`config.mk`:
```
export PLATFORM = sky130hd
export DESIGN_NAME = qrs_fifo
export DESIGN_NICKNAME = d
export VERILOG_FILES = /design/src/rtl/core/qrs_pkg.sv /design/src/rtl/core/qrs_fifo.sv
export SDC_FILE = /design/constraint.sdc
export NUM_CORES = 1
export LEC_CHECK = 0
export ABC_AREA = 1
export BUFFER_PORTS_ARGS = -buffer_cell sky130_fd_sc_hd__buf_2
export CAP_MARGIN = 15
export CORE_UTILIZATION = 25
export DETAILED_ROUTE_END_ITERATION = 16
export SLEW_MARGIN = 15
export SYNTH_ARGS = -nofsm -noshare
export SYNTH_HDL_FRONTEND = slang
export SYNTH_SLANG_ARGS = --single-unit
```
`constraint.sdc`:
```
create_clock -name clk -period 7.8 [get_ports clk]
set_input_delay 0.39 -clock clk [delete_from_list [all_inputs] [get_ports clk]]
set_output_delay 0.39 -clock clk [all_outputs]
set_load 0.1 [all_outputs]
```
`src/rtl/core/qrs_pkg.sv`:
```
// shared types, widths and codes for the quadratic root solver
package qrs_pkg;

  // coefficient and root formats
  localparam int IN_WIDTH     = 24;
  localparam int IN_FRAC_BITS = 12;
  localparam int OUT_WIDTH    = 32;

  // derived widths
  localparam int PROD_W   = 2 * IN_WIDTH;
  localparam int D_W      = 2 * IN_WIDTH + 1;
  localparam int SQ_STEPS = (D_W + 1) / 2;
  localparam int SQ_W     = SQ_STEPS;
  localparam int SQR_W    = SQ_W + 3;
  localparam int DP_W     = 2 * SQ_STEPS;
  localparam int NUM_W    = SQ_W + 2;
  localparam int NMAG_W   = NUM_W - 1;
  localparam int DIV_W    = NMAG_W + IN_FRAC_BITS;
  localparam int DEN_W    = IN_WIDTH + 1;
  localparam int QDEPTH   = 4;
  localparam int QPTR_W   = 2;

  typedef enum logic [1:0] {
    KIND_REAL    = 2'd0,
    KIND_COMPLEX = 2'd1,
    KIND_DOUBLE  = 2'd2,
    KIND_INVALID = 2'd3
  } kind_t;

  typedef struct packed {
    logic signed [IN_WIDTH-1:0] coef_a;
    logic signed [IN_WIDTH-1:0] coef_b;
    logic signed [IN_WIDTH-1:0] coef_c;
  } in_t;

  typedef struct packed {
    logic [1:0]                  root_kind;
    logic signed [OUT_WIDTH-1:0] first_value;
    logic signed [OUT_WIDTH-1:0] second_value;
    logic                        saturated;
  } out_t;

  // classified item passed from front to back
  typedef struct packed {
    kind_t                      kind;
    logic signed [IN_WIDTH-1:0] b;
    logic                       a_neg;
    logic [DEN_W-1:0]           den;
    logic [D_W-1:0]             dmag;
  } cls_t;

endpackage

```
`src/rtl/core/qrs_fifo.sv`:
```
// short queue of classified items between front and back
module qrs_fifo (
  input  logic          clk,
  input  logic          rst_n,
  input  logic          push_valid,
  output logic          push_ready,
  input  qrs_pkg::cls_t push_data,
  output logic          pop_valid,
  input  logic          pop_ready,
  output qrs_pkg::cls_t pop_data
);
  import qrs_pkg::*;

  cls_t              mem_r [QDEPTH];
  logic [QPTR_W-1:0] wr_r, rd_r;
  logic [QPTR_W:0]   cnt_r;
  logic              do_push, do_pop;

  assign push_ready = (cnt_r != (QPTR_W+1)'(QDEPTH));
  assign pop_valid  = (cnt_r != '0);
  assign do_push    = push_valid && push_ready;
  assign do_pop     = pop_valid && pop_ready;
  assign pop_data   = mem_r[rd_r];

  // pointers and fill count
  always_ff @(posedge clk) begin
    if (!rst_n) begin
      wr_r  <= '0;
      rd_r  <= '0;
      cnt_r <= '0;
    end else begin
      if (do_push) wr_r <= wr_r + 1'b1;
      if (do_pop) rd_r <= rd_r + 1'b1;
      if (do_push && !do_pop) cnt_r <= cnt_r + 1'b1;
      else if (do_pop && !do_push) cnt_r <= cnt_r - 1'b1;
    end
  end

  // entry storage
  always_ff @(posedge clk) begin
    if (do_push) mem_r[wr_r] <= push_data;
  end

endmodule

```
Word-level counts from Yosys, hierarchy flattened:

Memory sizes are Yosys's and may differ from the RTL's. A register that Yosys moved wholly into a read port is not among the register bits.
Index checks and enable logic that the tools add are counted.
Widths: inputs -> output; s select.

* flip-flop bits (word level): 7
* bits in writable memories: 404
* input port bits: 105
* output and inout bits: 103
* logic and storage cells: 23
* memories: 1

* add/sub/neg operators: 4
* eq/ne operators: 1
* muxes and demuxes: 6
* reductions and logical operators: 8

Memory list
* mem_r: depth 4, bits a word 101, read ports 1, clocked after Yosys merged registers in 1, write ports 1, line qrs_fifo.sv:14 `cls_t mem_r [QDEPTH];`

Operators by type and width (count)
* $mux 3: 2
* $add 2x1->2 const B: 2
* $logic_and 1x1->1: 4
* $mux 2: 2
* $add 3x1->3 const B: 1
* $ne 3x3->1 const B: 1
* $reduce_bool 3->1: 1
* $sub 3x1->3 const B: 1
* $logic_not 1->1: 2
* $mux 1: 2
* $reduce_bool 2->1: 1

Logic depth before layout (Yosys ltp):

* depth in word-level cells: 6
* mapped depth: 13
* mapped depth without buffers: 13

Worst setup path before layout:

OpenSTA, ideal clock, no wires.

* path type: register to register
* from: reg cnt_r[0]
* to: mem mem_r[0][0] (netlist name) (enable)
* setup time: 562 ps
* data arrival time: 5695 ps
* required time: 7238 ps
* setup slack: 1543 ps
* stages on the path, launching flop included: 5
* buffers on the path: 0
* period minus slack after synthesis: 6257 ps
* cells stage by stage: dfxtp_1 nor2_1 nand2_1 nand2_1 nor2_1

* cells in the longest elaborated chain, start to end: 4

Ends and longest elaborated chain
* start: declaration: line qrs_fifo.sv:16 `logic [QPTR_W:0] cnt_r;`
* start signal: assignment: line qrs_fifo.sv:34 `if (do_push && !do_pop) cnt_r <= cnt_r + 1'b1;`
* start signal: assignment: line qrs_fifo.sv:35 `else if (do_pop && !do_push) cnt_r <= cnt_r - 1'b1;`
* $ne 3x3->1: line qrs_fifo.sv:19 `assign push_ready = (cnt_r != (QPTR_W+1)'(QDEPTH));`
* via push_ready: line qrs_fifo.sv:6 `output logic push_ready,`
* $logic_and 1x1->1: line qrs_fifo.sv:21 `assign do_push = push_valid && push_ready;`
* $mux 1: line qrs_fifo.sv:41 `if (do_push) mem_r[wr_r] <= push_data;`
* $mux 1 (implied by the code): line qrs_fifo.sv:41
* end: declaration: line qrs_fifo.sv:14

The timed path passes the listed nets, and every way through them passes these cells.

==> flow_summary.yaml <==
worst_setup_path:
  path_cells: "buf_4 > buf_4 > o21ai_0 > o22ai_1 > buf_2"
  path_class: "reg -> out"
  crit_path_end_kind: "output pin"
  cpPeakStageDelay_ns: 0.81
  critical_path_peak_fanout: 79
  critical_path.most_common_cell: "buf_4"
  cp.required_ns: 7.41
  startpoint_type: "register"
  slowest_stage: "buf_4"
  cp.arrival_ns: 3.63
route:
  drtPass1Iterations: 5
  via_per_inst: 4.36
  vias: 9295
  drtIter0Drc: 545
  routed_wl_um: 36300
  route.detailed.wl_per_inst_um: 17.0
  antenna_left: 0
  drt_drc_violations_left: 0
timing:
  fin_setup_tns_ns: 0
  hold_violations: 0
  fmax_ghz: 0.249
  worst_slew_pin_slew_ns: 1.04
  hold_slack_ns: 0.0540
  setup_viol: 0
  grt_setup_unrepaired: "false"
  finalCritPeriodShare_pct: 51.5
  fin_ws_ns: 3.78
  max-slew-margin-rel_pct: 30.6
  skew_ns: 0.0186
  slew_viol_final: 0
  min_period_ns: 4.02
global_route:
  grt_pass1_wl_um: 55400
  grt_max_degree: 116
  antenna_found_initial: 5
  gr-total-overflow: 0
  grt_use_total_pct: 10.9
  first_global_vias: 9304
synth:
  yosysWarnings: 0
  syn_area_um2: 16200
  syn-num-nets: 1156
  avgSynthCellArea_um2: 15.5
  synth_seq_cells: 413
  synth_mux_area_share_pct: 0
  yosysSeqAreaShare_pct: 75.8
  syn_inst: 1045
  synth-compound-area-share_pct: 13.3
  synth_cell_types: 22
  yosys.area_share.simple_pct: 6.74
  synth_top_family_by_area: "compound AO/OA/AOI/OAI gates"
  synthXorXnorAreaFrac_pct: 0.0539
  synth_fa_ha_area_share_pct: 0.508
layout:
  syn2layout_area_growth_pct: 19.4
  fillers: 6351
  layout_commonest_cell: "edfxtp_1"
  final_area_um2: 19400
  instances_no_fill: 2134
  finalNetCount: 1359
  drive_gt1_share_pct: 35.3
  final_cell_mix: "edfxtp_1, buf_2, nor2_1"
floorplanning:
  initial_core_util_pct: 25.3
  die_area_um2: 66000
  rows: 93
  core_um2: 64300
  die_y_um: 257
  io_pins: 208
  die_w_um: 257
flow_run:
  drv_cap: 0
clock_tree:
  cts_htree_levels: 2
  cts.sinks: 413
  clk_latency_ns: 0.55
  ctsResizeCount: 0
  cts_tree: "built"
  cts-root-buf: "clkbuf_16"
  clk_pin_slew_ns: 0.06
  cts_setup_buffers: 0
  clk_path_buf_depth: 3
  cts_made_buffers: 45
  hold_buffers: 0
placed_design:
  port_buffers: 207
  hpwlAfterDp_um: 20100
  dp_slack_ns: 4.33
  placed_cells: 2056
  placed_area_um2: 18000
  gp_congestion: 0.709
power:
  p_leak_uw: 0.00652
  p_per_area_nw_per_um2: 423
  ir_drop_mv: 0.286
hold_path:
  hp-class: "in -> reg"
outcome:
  status: "complete, no violations"
==> where the power goes <==
part	switching [uW]	internal, uW
clock	832	1220
combinational	2850	535
sequential	78.8	2700
==> critical path, delay by kind of cell, from the launching register on <==
kind / cells / cell delay [ns]
AO/OA/AOI/OAI: 2 / 0.47
buffers and inverters: 3 / 2.04
flip-flops: 1 / 0.37
==> final timing paths <==
path / startpoint / end / slack, ns / depth (start not counted)
setup / recovery: register / pop_data[98] / 3.78 / 5
hold / removal: push_data[77] / mem_r[3][77]$_DFFE_PP_ / 0.05 / 1
setup reg to reg: cnt_r[0]$_SDFFE_PN0P_ / mem_r[2][25]$_DFFE_PP_ / 5.18 / 6
hold reg to reg: rd_r[1]$_SDFFE_PN0P_ / register / 0.50 / 2
==> kinds of logic after synthesis <==
group / count (synthesis)
and+or+nand+nor: 236
buffers and inverters: 82
AOI/OAI and AO/OA: 307
adders and majority gates: 6
xor gates and xnor gates: 1
DFF: 413
==> state kept, by name (all words and copies together) (netlist names), named ones only <==
register	flops
cnt_r	3
mem_r	404
rd_r	2
wr_r	2
==> Yosys cell counts <==
cell | n | share of area [%]
buf_2 | 31 | 0.95
nor2_2 | 80 | 3.1
nor2_1 | 136 | 3.1
a21oi_1 | 3 | 0.092
o21ai_1 | 82 | 2.5
buf_6 | 11 | 0.76
edfxtp_1 | 404 | 75
xor2_1 | 1 | 0.054
clkbuf_1 | 12 | 0.28
ha_1 | 5 | 0.39
nand3b_1 | 1 | 0.046
dfxtp_1 | 9 | 1.1
buf_12 | 9 | 1.1
inv_1 | 13 | 0.30
fa_1 | 1 | 0.12
nand2_1 | 15 | 0.35
nand3_1 | 4 | 0.12
o22ai_1 | 21 | 0.81
inv_2 | 3 | 0.069
buf_4 | 3 | 0.14
o22ai_2 | 80 | 6.2
o21ai_0 | 121 | 3.7
==> through the flow <==
stage | util [%] | total power, uW
finish | 30.1 | 8210
global route | 30.1 | 8540
CTS | 30.1 | 8330
detailed placement | 27.9 | 6250
global placement | 27.9 | 6220
floorplan | - | 5760
==> layout make-up <==
type | instances | area, um2 | share of cell area [%]
inverter | 16 | 66.3 | 0.342
tap | 855 | 1070 | 5.52
clock inverter | 25 | 258 | 1.33
antenna | 2 | 5.00 | 0.0258
multi-input combinational | 550 | 3380 | 17.4
timing repair buffer | 222 | 1150 | 5.92
clock buffer | 51 | 1150 | 5.92
sequential | 413 | 12300 | 63.5
==> routing by layer <==
| metal | track usage, % | part of all wire (%) | vias to the layer above |
|---|---|---|---|
| met5 | 0 | 0.099 | - |
| met4 | 3.62 | 2.4 | 6 |
| met3 | 3.04 | 6.9 | 59 |
| met2 | 18.1 | 48 | 229 |
| met1 | 13.5 | 42 | 4644 |
| li1 | - | - | 4357 |
(Power assumes the default switching activity.)
