$ cat src/rtl/core/qrs_pkg.sv
// shared types, widths and codes for the quadratic root solver
package qrs_pkg;

  // coefficient and root formats
  localparam int IN_WIDTH     = 24;
  localparam int IN_FRAC_BITS = 12;
  localparam int OUT_WIDTH    = 32;

  // derived widths
  localparam int PROD_W   = 2 * IN_WIDTH;
  localparam int D_W      = 2 * IN_WIDTH + 1;
  localparam int SQ_STEPS = (D_W + 1) / 2;
  localparam int SQ_W     = SQ_STEPS;
  localparam int SQR_W    = SQ_W + 3;
  localparam int DP_W     = 2 * SQ_STEPS;
  localparam int NUM_W    = SQ_W + 2;
  localparam int NMAG_W   = NUM_W - 1;
  localparam int DIV_W    = NMAG_W + IN_FRAC_BITS;
  localparam int DEN_W    = IN_WIDTH + 1;
  localparam int QDEPTH   = 4;
  localparam int QPTR_W   = 2;

  typedef enum logic [1:0] {
    KIND_REAL    = 2'd0,
    KIND_COMPLEX = 2'd1,
    KIND_DOUBLE  = 2'd2,
    KIND_INVALID = 2'd3
  } kind_t;

  typedef struct packed {
    logic signed [IN_WIDTH-1:0] coef_a;
    logic signed [IN_WIDTH-1:0] coef_b;
    logic signed [IN_WIDTH-1:0] coef_c;
  } in_t;

  typedef struct packed {
    logic [1:0]                  root_kind;
    logic signed [OUT_WIDTH-1:0] first_value;
    logic signed [OUT_WIDTH-1:0] second_value;
    logic                        saturated;
  } out_t;

  // classified item passed from front to back
  typedef struct packed {
    kind_t                      kind;
    logic signed [IN_WIDTH-1:0] b;
    logic                       a_neg;
    logic [DEN_W-1:0]           den;
    logic [D_W-1:0]             dmag;
  } cls_t;

endpackage

$ cat src/rtl/core/qrs_front.sv
// front end: accepts coefficients, forms products, classifies the discriminant
module qrs_front (
  input  logic          clk,
  input  logic          rst_n,
  input  logic          in_valid,
  output logic          in_ready,
  input  qrs_pkg::in_t  in_data,
  output logic          q_valid,
  input  logic          q_ready,
  output qrs_pkg::cls_t q_data
);
  import qrs_pkg::*;

  logic                       v0_r, v1_r;
  in_t                        d0_r;
  logic [PROD_W-1:0]          bb_r, ac_r;
  logic                       a_neg_r, c_neg_r, a_zero_r, c_zero_r;
  logic [IN_WIDTH-1:0]        am_r;
  logic signed [IN_WIDTH-1:0] b_r;
  logic                       rdy1;
  logic [IN_WIDTH-1:0]        am, bm, cm;
  logic [D_W-1:0]             bb_e, ac4;

  // magnitude of a signed coefficient, the most negative value included
  function automatic logic [IN_WIDTH-1:0] mag(input logic [IN_WIDTH-1:0] x);
    mag = x[IN_WIDTH-1] ? (~x + 1'b1) : x;
  endfunction

  assign rdy1     = !v1_r || q_ready;
  assign in_ready = !v0_r || rdy1;

  assign am = mag(d0_r.coef_a);
  assign bm = mag(d0_r.coef_b);
  assign cm = mag(d0_r.coef_c);

  // pipeline valid bits
  always_ff @(posedge clk) begin
    if (!rst_n) begin
      v0_r <= 1'b0;
      v1_r <= 1'b0;
    end else begin
      if (in_ready) v0_r <= in_valid;
      if (rdy1) v1_r <= v0_r;
    end
  end

  // input register and product stage
  always_ff @(posedge clk) begin
    if (in_ready) d0_r <= in_data;
    if (rdy1) begin
      bb_r     <= PROD_W'(bm) * PROD_W'(bm);
      ac_r     <= PROD_W'(am) * PROD_W'(cm);
      a_neg_r  <= d0_r.coef_a[IN_WIDTH-1];
      c_neg_r  <= d0_r.coef_c[IN_WIDTH-1];
      a_zero_r <= (d0_r.coef_a == '0);
      c_zero_r <= (d0_r.coef_c == '0);
      am_r     <= am;
      b_r      <= d0_r.coef_b;
    end
  end

  // discriminant sign and magnitude
  assign bb_e = D_W'(bb_r);
  assign ac4  = D_W'(ac_r) << 2;

  always_comb begin
    q_data.b     = b_r;
    q_data.a_neg = a_neg_r;
    q_data.den   = {am_r, 1'b0};
    if (a_zero_r) begin
      q_data.kind = KIND_INVALID;
      q_data.dmag = '0;
    end else if (!c_zero_r && (a_neg_r != c_neg_r)) begin
      q_data.kind = KIND_REAL;
      q_data.dmag = bb_e + ac4;
    end else if (bb_e == ac4) begin
      q_data.kind = KIND_DOUBLE;
      q_data.dmag = '0;
    end else if (bb_e > ac4) begin
      q_data.kind = KIND_REAL;
      q_data.dmag = bb_e - ac4;
    end else begin
      q_data.kind = KIND_COMPLEX;
      q_data.dmag = ac4 - bb_e;
    end
  end

  assign q_valid = v1_r;

endmodule

$ cat config.mk
export PLATFORM = sky130hd
export DESIGN_NAME = qrs_front
export DESIGN_NICKNAME = d
export VERILOG_FILES = /design/src/rtl/core/qrs_pkg.sv /design/src/rtl/core/qrs_front.sv
export SDC_FILE = /design/constraint.sdc
export NUM_CORES = 2
export LEC_CHECK = 0
export BUFFER_PORTS_ARGS = -buffer_cell sky130_fd_sc_hd__buf_2
export CAP_MARGIN = 20
export CELL_PAD_IN_SITES_DETAIL_PLACEMENT = 0
export CELL_PAD_IN_SITES_GLOBAL_PLACEMENT = 1
export CORE_ASPECT_RATIO = 0.6
export CORE_UTILIZATION = 40
export CTS_BUF_LIST = sky130_fd_sc_hd__clkbuf_8 sky130_fd_sc_hd__clkbuf_16
export DETAILED_ROUTE_END_ITERATION = 7
export GPL_TIMING_DRIVEN = 0
export HOLD_SLACK_MARGIN = 0.05
export PLACE_DENSITY = 0.68
export SLEW_MARGIN = 30
export SYNTH_ARGS = -nofsm -noshare
export SYNTH_HDL_FRONTEND = slang
export SYNTH_SLANG_ARGS = --single-unit
$ cat constraint.sdc
create_clock -name clk -period 9.12 [get_ports clk]
set_input_delay 0 -clock clk [delete_from_list [all_inputs] [get_ports clk]]
set_output_delay 0 -clock clk [all_outputs]
set_load 0.02 [all_outputs]
-- Word level (Yosys, flattened, before mapping)
Index checks and enable logic that the tools add are counted.
- latch bits: 0
- ROM bits: 0
- memory bits (writable): 0
- flip-flop bits (word level): 221
- input port bits: 76
- memories: 0
- output and inout port bits: 103
- $lt $le $gt $ge: 1
- multipliers: 2
- reductions and logical operators: 8
- shifts and indexed selects: 0
- bitwise gates (word level): 3
- equal/unequal tests: 2
- mux-type cells: 11
- $add $sub $neg: 6
- div/mod/pow operators: 0
- operators by type and width (operator ; count):
    two-way mux 49 bit ; 4
    adder 24 x 1 -> 24 bit (second input constant) ; 3
    two-way mux 24 bit ; 3
    inverter 24 bit ; 3
    adder 48 x 49 -> 49 bit ; 1
    equality test 48 x 49 -> 1 bit ; 1
    greater-than comparator 48 x 49 -> 1 bit ; 1
    subtractor 48 x 49 -> 49 bit ; 1
    subtractor 49 x 48 -> 49 bit ; 1
    zero test 24 bit ; 2
    multiplier 24 x 24 -> 48 bit ; 1
    multiplier 24 x 24 -> 47 bit ; 1
    two-way mux 2 bit ; 3
    zero test 1 bit ; 3
    logical OR 1 bit ; 2
    logical AND 1 bit ; 1
    two-way mux 1 bit ; 1
    != test 1 bit ; 1

-- Depth between registers and ports, before layout
- depth after elaboration: 5
- gate-level depth with buffers: 38

-- Worst setup path after synthesis
Ideal clock, no wire load.
- kind: reg-to-reg
- start: reg d0_r[24] (netlist bit)
- end: reg bb_r[45] (data pin)
- slack: -242 ps
- required time: 8861 ps
- clock period less this slack: 9362 ps
- library setup time: 259 ps
- cell stages (with the launch flop): 38
- arrival time: 9103 ps
- cell sequence: edfxtp_1 -> clkbuf_1 -> inv_1 -> clkbuf_1 -> ha_1 -> nand2_1 -> or4_1 -> or4_1 -> o21ai_0 -> xnor2_1 -> clkinv_1 -> nor2_1 -> inv_1 -> fa_1 -> inv_1 -> fa_1 -> inv_1 -> fa_1 -> (+2 left out) -> fa_1 -> fa_1 -> inv_1 -> fa_1 -> inv_1 -> ha_1 -> a21o_1 -> a21o_1 -> a21oi_1 -> nor2b_1 -> o21ai_0 -> nand2b_1 -> a221oi_1 -> o31ai_1 -> a2111oi_1 -> o31ai_1 -> o21ai_0 -> xnor2_1
- word-level cells in the longest chain between the ends: 4
- RTL lines (element ; RTL line ; text):
    start: declaration ; qrs_front.sv:15 ; in_t d0_r;
    start signal: assignment ; qrs_front.sv:49 ; if (in_ready) d0_r <= in_data;
    inverter 24 bit ; qrs_front.sv:26 ; mag = x[IN_WIDTH-1] ? (~x + 1'b1) : x;
    adder 24 x 1 -> 24 bit ; qrs_front.sv:26 ;
    two-way mux 24 bit (*) ; qrs_front.sv:26 ;
    multiplier 24 x 24 -> 48 bit (*) ; qrs_front.sv:51 ; bb_r <= PROD_W'(bm) * PROD_W'(bm);
    end signal: assignment ; qrs_front.sv:51 ;
    end: declaration ; qrs_front.sv:16 ; logic [PROD_W-1:0] bb_r, ac_r;
Every way passes the cells marked *; elsewhere a longest branch is shown, timed or not.
A chain may end at the register's enable or synchronous reset.

-- Worst setup path after layout
- start: reg d0_r[29] (netlist bit)
- end: reg bb_r[40] (data pin)
The elaborated chain is that of the path after synthesis.

==> metrics.txt <==
vias per cell 5.28; CP Capture Type flop; Finished Cell Area 60,300 um^2; Port Buf Inserts 177; Die Y 277 um; Layout area overhead 19.5%; DR pass1 iterations 6; H-tree levels 1; Overflow after GRT 0; Total Die Area 128,000 um^2; CTS tree built; Clock Skew 0.0557 ns; antenna viol nets, final 0; Worst Path Required 9.47 ns; Synth Register Bits 219; CP startpoint kind flop; Tightest Pin Transition 1.12 ns; worst r2r dst bb_r[40]$_DFFE_PP_; Slew Limit Headroom 25.3%; Post-Synthesis Cells 5,639; number of synthesized flops with an enable pin 217; WHS Path Cells 2; max_cap viols 0; hold_sp in_data[47]; initial core utilization 40.5%; pin count of the biggest net entering global routing 75; DR vias 41,600; CTS Root Buffer Type clkbuf_16; dpl hpwl 156,000 um; Final #Nets 7,641; crit-path most repeated cell fa_1; DRC Markers 0; DP Area 53,900 um^2; max incr delay on CP 0.64 ns; worst-path maximum fanout 8; failing checks negative setup slack; r2r setup slk -0.26 ns; Routed WL per cell 23.7 um; Yosys cell types 107; hold path endpoint d0_r[47]$_DFFE_PP_; GR Util All Layers 29.7%; post-synthesis cell area 50,400 um^2; layout cells sized above 1 16.0%; worst reg2reg path depth 34; Crit Path Category reg -> reg; fmax 107 MHz; top_reg_cell synth edfxtp_1; vias in the first global route 41,900; CP Data Arrival Time 9.73 ns; core area 124,000 um^2; Avg Cell Area, Syn 8.94 um^2; Final GP Congestion 0.996; CTS Buf Count 26; Clock transition at path regs 0.08 ns; most common cell after layout, fill and taps aside inv_1; Async SR Flop Fraction 0%; Hold Crit Class in -> reg; Period minus WS final 9.38 ns; clk buf depth 3; Worst Slack Setup Final -0.260 ns; Slowest-stage cell, CP fa_2; status complete, but fails checks; Sink Count 219; Die X 460 um; Setup TNS Final -2.42 ns; final hold vios 0; Seq/Total Area, Yosys 13.0%; reg2reg start d0_r[29]$_DFFE_PP_; RSZ-0062 raised after global routing yes; # rows 100; Tcrit/Tclk final 103%; DRT iter0 DRCs 4,628; first-pass GRT wire length 278,000 um; wirelength, routed 187,000 um; Syn. warnings 0; Slew Limit Fails 0; clock insertion delay at the later pin of the skew report 0.66 ns; io pins 179; most frequent cells in the layout inv_1, fa_1, nand2_1, nor2_1, ha_1; antenna violations before repair 11; final setup fails 17
-- per-stage QoR --
| step | std cells | hold slack [ns] | setup WS [ns] | utilization, % |
|---|---|---|---|---|
| after floorplan | 5655 | 0.0989 | -0.0178 | - |
| after global placement | 7515 | 0.177 | -3.57 | 42.9 |
| after detailed placement | 7526 | 0.178 | -3.11 | 43.3 |
| after CTS | 7831 | 0.0536 | -0.343 | 47.4 |
| after global routing | 7881 | 0.0774 | -0.529 | 48.4 |
| final | 7886 | 0.0903 | -0.260 | 48.4 |
-- cell type report --
type                            count  area (um^2)
Antenna cell                        6         15.0
Buffer                            187         1320
Clock buffer                       26          651
Clock inverter                     22          201
Fill cell                       12000        64200
Inverter                         1312         5050
Multi-Input combinational cell   3933        40400
Sequential cell                   219         6560
Tap cell                         1683         2110
Timing Repair Buffer              498         3960
-- critical path: cells and delay by family, from the launching register on --
family          cells  cell delay [ns]
fa+ha+maj           8             3.69
compound gates     10             2.28
simple gates        7             1.73
buf+inv             7             0.67
flops               1             0.43
xor+xnor            2             0.25
-- cell usage after synthesis (all sizes together), types with 5 or more instances --
cell type | n | share of area (%)
a221oi | 11 | 0.20
o31ai | 33 | 0.54
a21o | 85 | 1.3
nand3 | 30 | 0.30
mux2i | 10 | 0.20
and3 | 18 | 0.22
nor4 | 18 | 0.33
o21a | 16 | 0.24
fa | 909 | 36
a211o | 5 | 0.087
nor3 | 35 | 0.35
a31oi | 23 | 0.29
clkbuf | 118 | 0.88
o31a | 15 | 0.26
nand2b | 30 | 0.39
buf | 73 | 0.84
o211ai | 23 | 0.34
o41ai | 7 | 0.14
and4 | 8 | 0.14
o21bai | 56 | 0.83
and2 | 27 | 0.34
o21ai | 147 | 1.5
or3 | 10 | 0.13
edfxtp | 217 | 13
o41a | 5 | 0.11
xnor2 | 135 | 2.5
nand4 | 32 | 0.41
o311ai | 7 | 0.14
nand2 | 649 | 4.9
nand3b | 5 | 0.074
a2111oi | 7 | 0.14
a21oi | 304 | 3.0
clkinv | 10 | 0.074
or4 | 19 | 0.34
nor2 | 541 | 4.0
xor2 | 81 | 1.5
inv | 1302 | 9.7
nor2b | 37 | 0.46
or2 | 12 | 0.15
ha | 479 | 12
a21boi | 11 | 0.18
a221o | 8 | 0.16
a211oi | 19 | 0.29
-- cell families after synthesis --
logic type / count (synthesis) / synth area share (%)
multiplexers: 13 / 0.266
AO/OA/AOI/OAI: 816 / 10.4
buffers and inverters: 1503 / 11.5
flip-flops: 219 / 13.0
other: 2 / 0.0149
AND/OR/NAND/NOR: 1482 / 12.8
adder cells (fa/ha/maj): 1388 / 48.0
XOR/XNOR: 216 / 4.04
-- sequential cells by signal, indices dropped and copies added (netlist names) --
| name | cells |
|---|---|
| a_zero_r | 1 |
| d0_r | 72 |
| c_neg_r | 1 |
| v0_r | 1 |
| b_r | 23 |
| am_r | 24 |
| ac_r | 47 |
| c_zero_r | 1 |
| a_neg_r | 1 |
| q_valid | 1 |
| bb_r | 47 |
-- timing repair --
| item | CTS | global route |
|---|---|---|
| gates resized for setup | 431 | 238 |
| hold buffers | 119 | 0 |
| hold endpoints to repair | 74 | 0 |
| pin swaps | 136 | 178 |
| setup buffers | 138 | 59 |
| endpoints found under the setup margin | 68 | 39 |
-- routing by layer --
layer	global-route usage, %	up-vias	part of all wire (%)
met2	35.8	1898	35
met4	3.33	10	1.1
li1	-	18600	-
met5	0	-	0.033
met1	49.6	21000	49
met3	10.9	125	14
-- how the worst max path moves through the flow --
stage	from	endpoint	slack (ns)	depth (start not counted)
floorplan	d0_r[24]$_DFFE_PP_	bb_r[45]$_DFFE_PP_	-0.02	37
global placement	d0_r[48]$_DFFE_PP_	ac_r[46]$_DFFE_PP_	-3.57	32
detailed placement	d0_r[24]$_DFFE_PP_	bb_r[45]$_DFFE_PP_	-3.11	32
CTS	d0_r[27]$_DFFE_PP_	bb_r[40]$_DFFE_PP_	-0.34	37
global route	d0_r[29]$_DFFE_PP_	bb_r[40]$_DFFE_PP_	-0.53	34
finish	d0_r[29]$_DFFE_PP_	bb_r[40]$_DFFE_PP_	-0.26	34
Power is left out: the tool's default activity adds up to more than one toggle a clock period on the data nets, which glitch-free logic cannot reach.
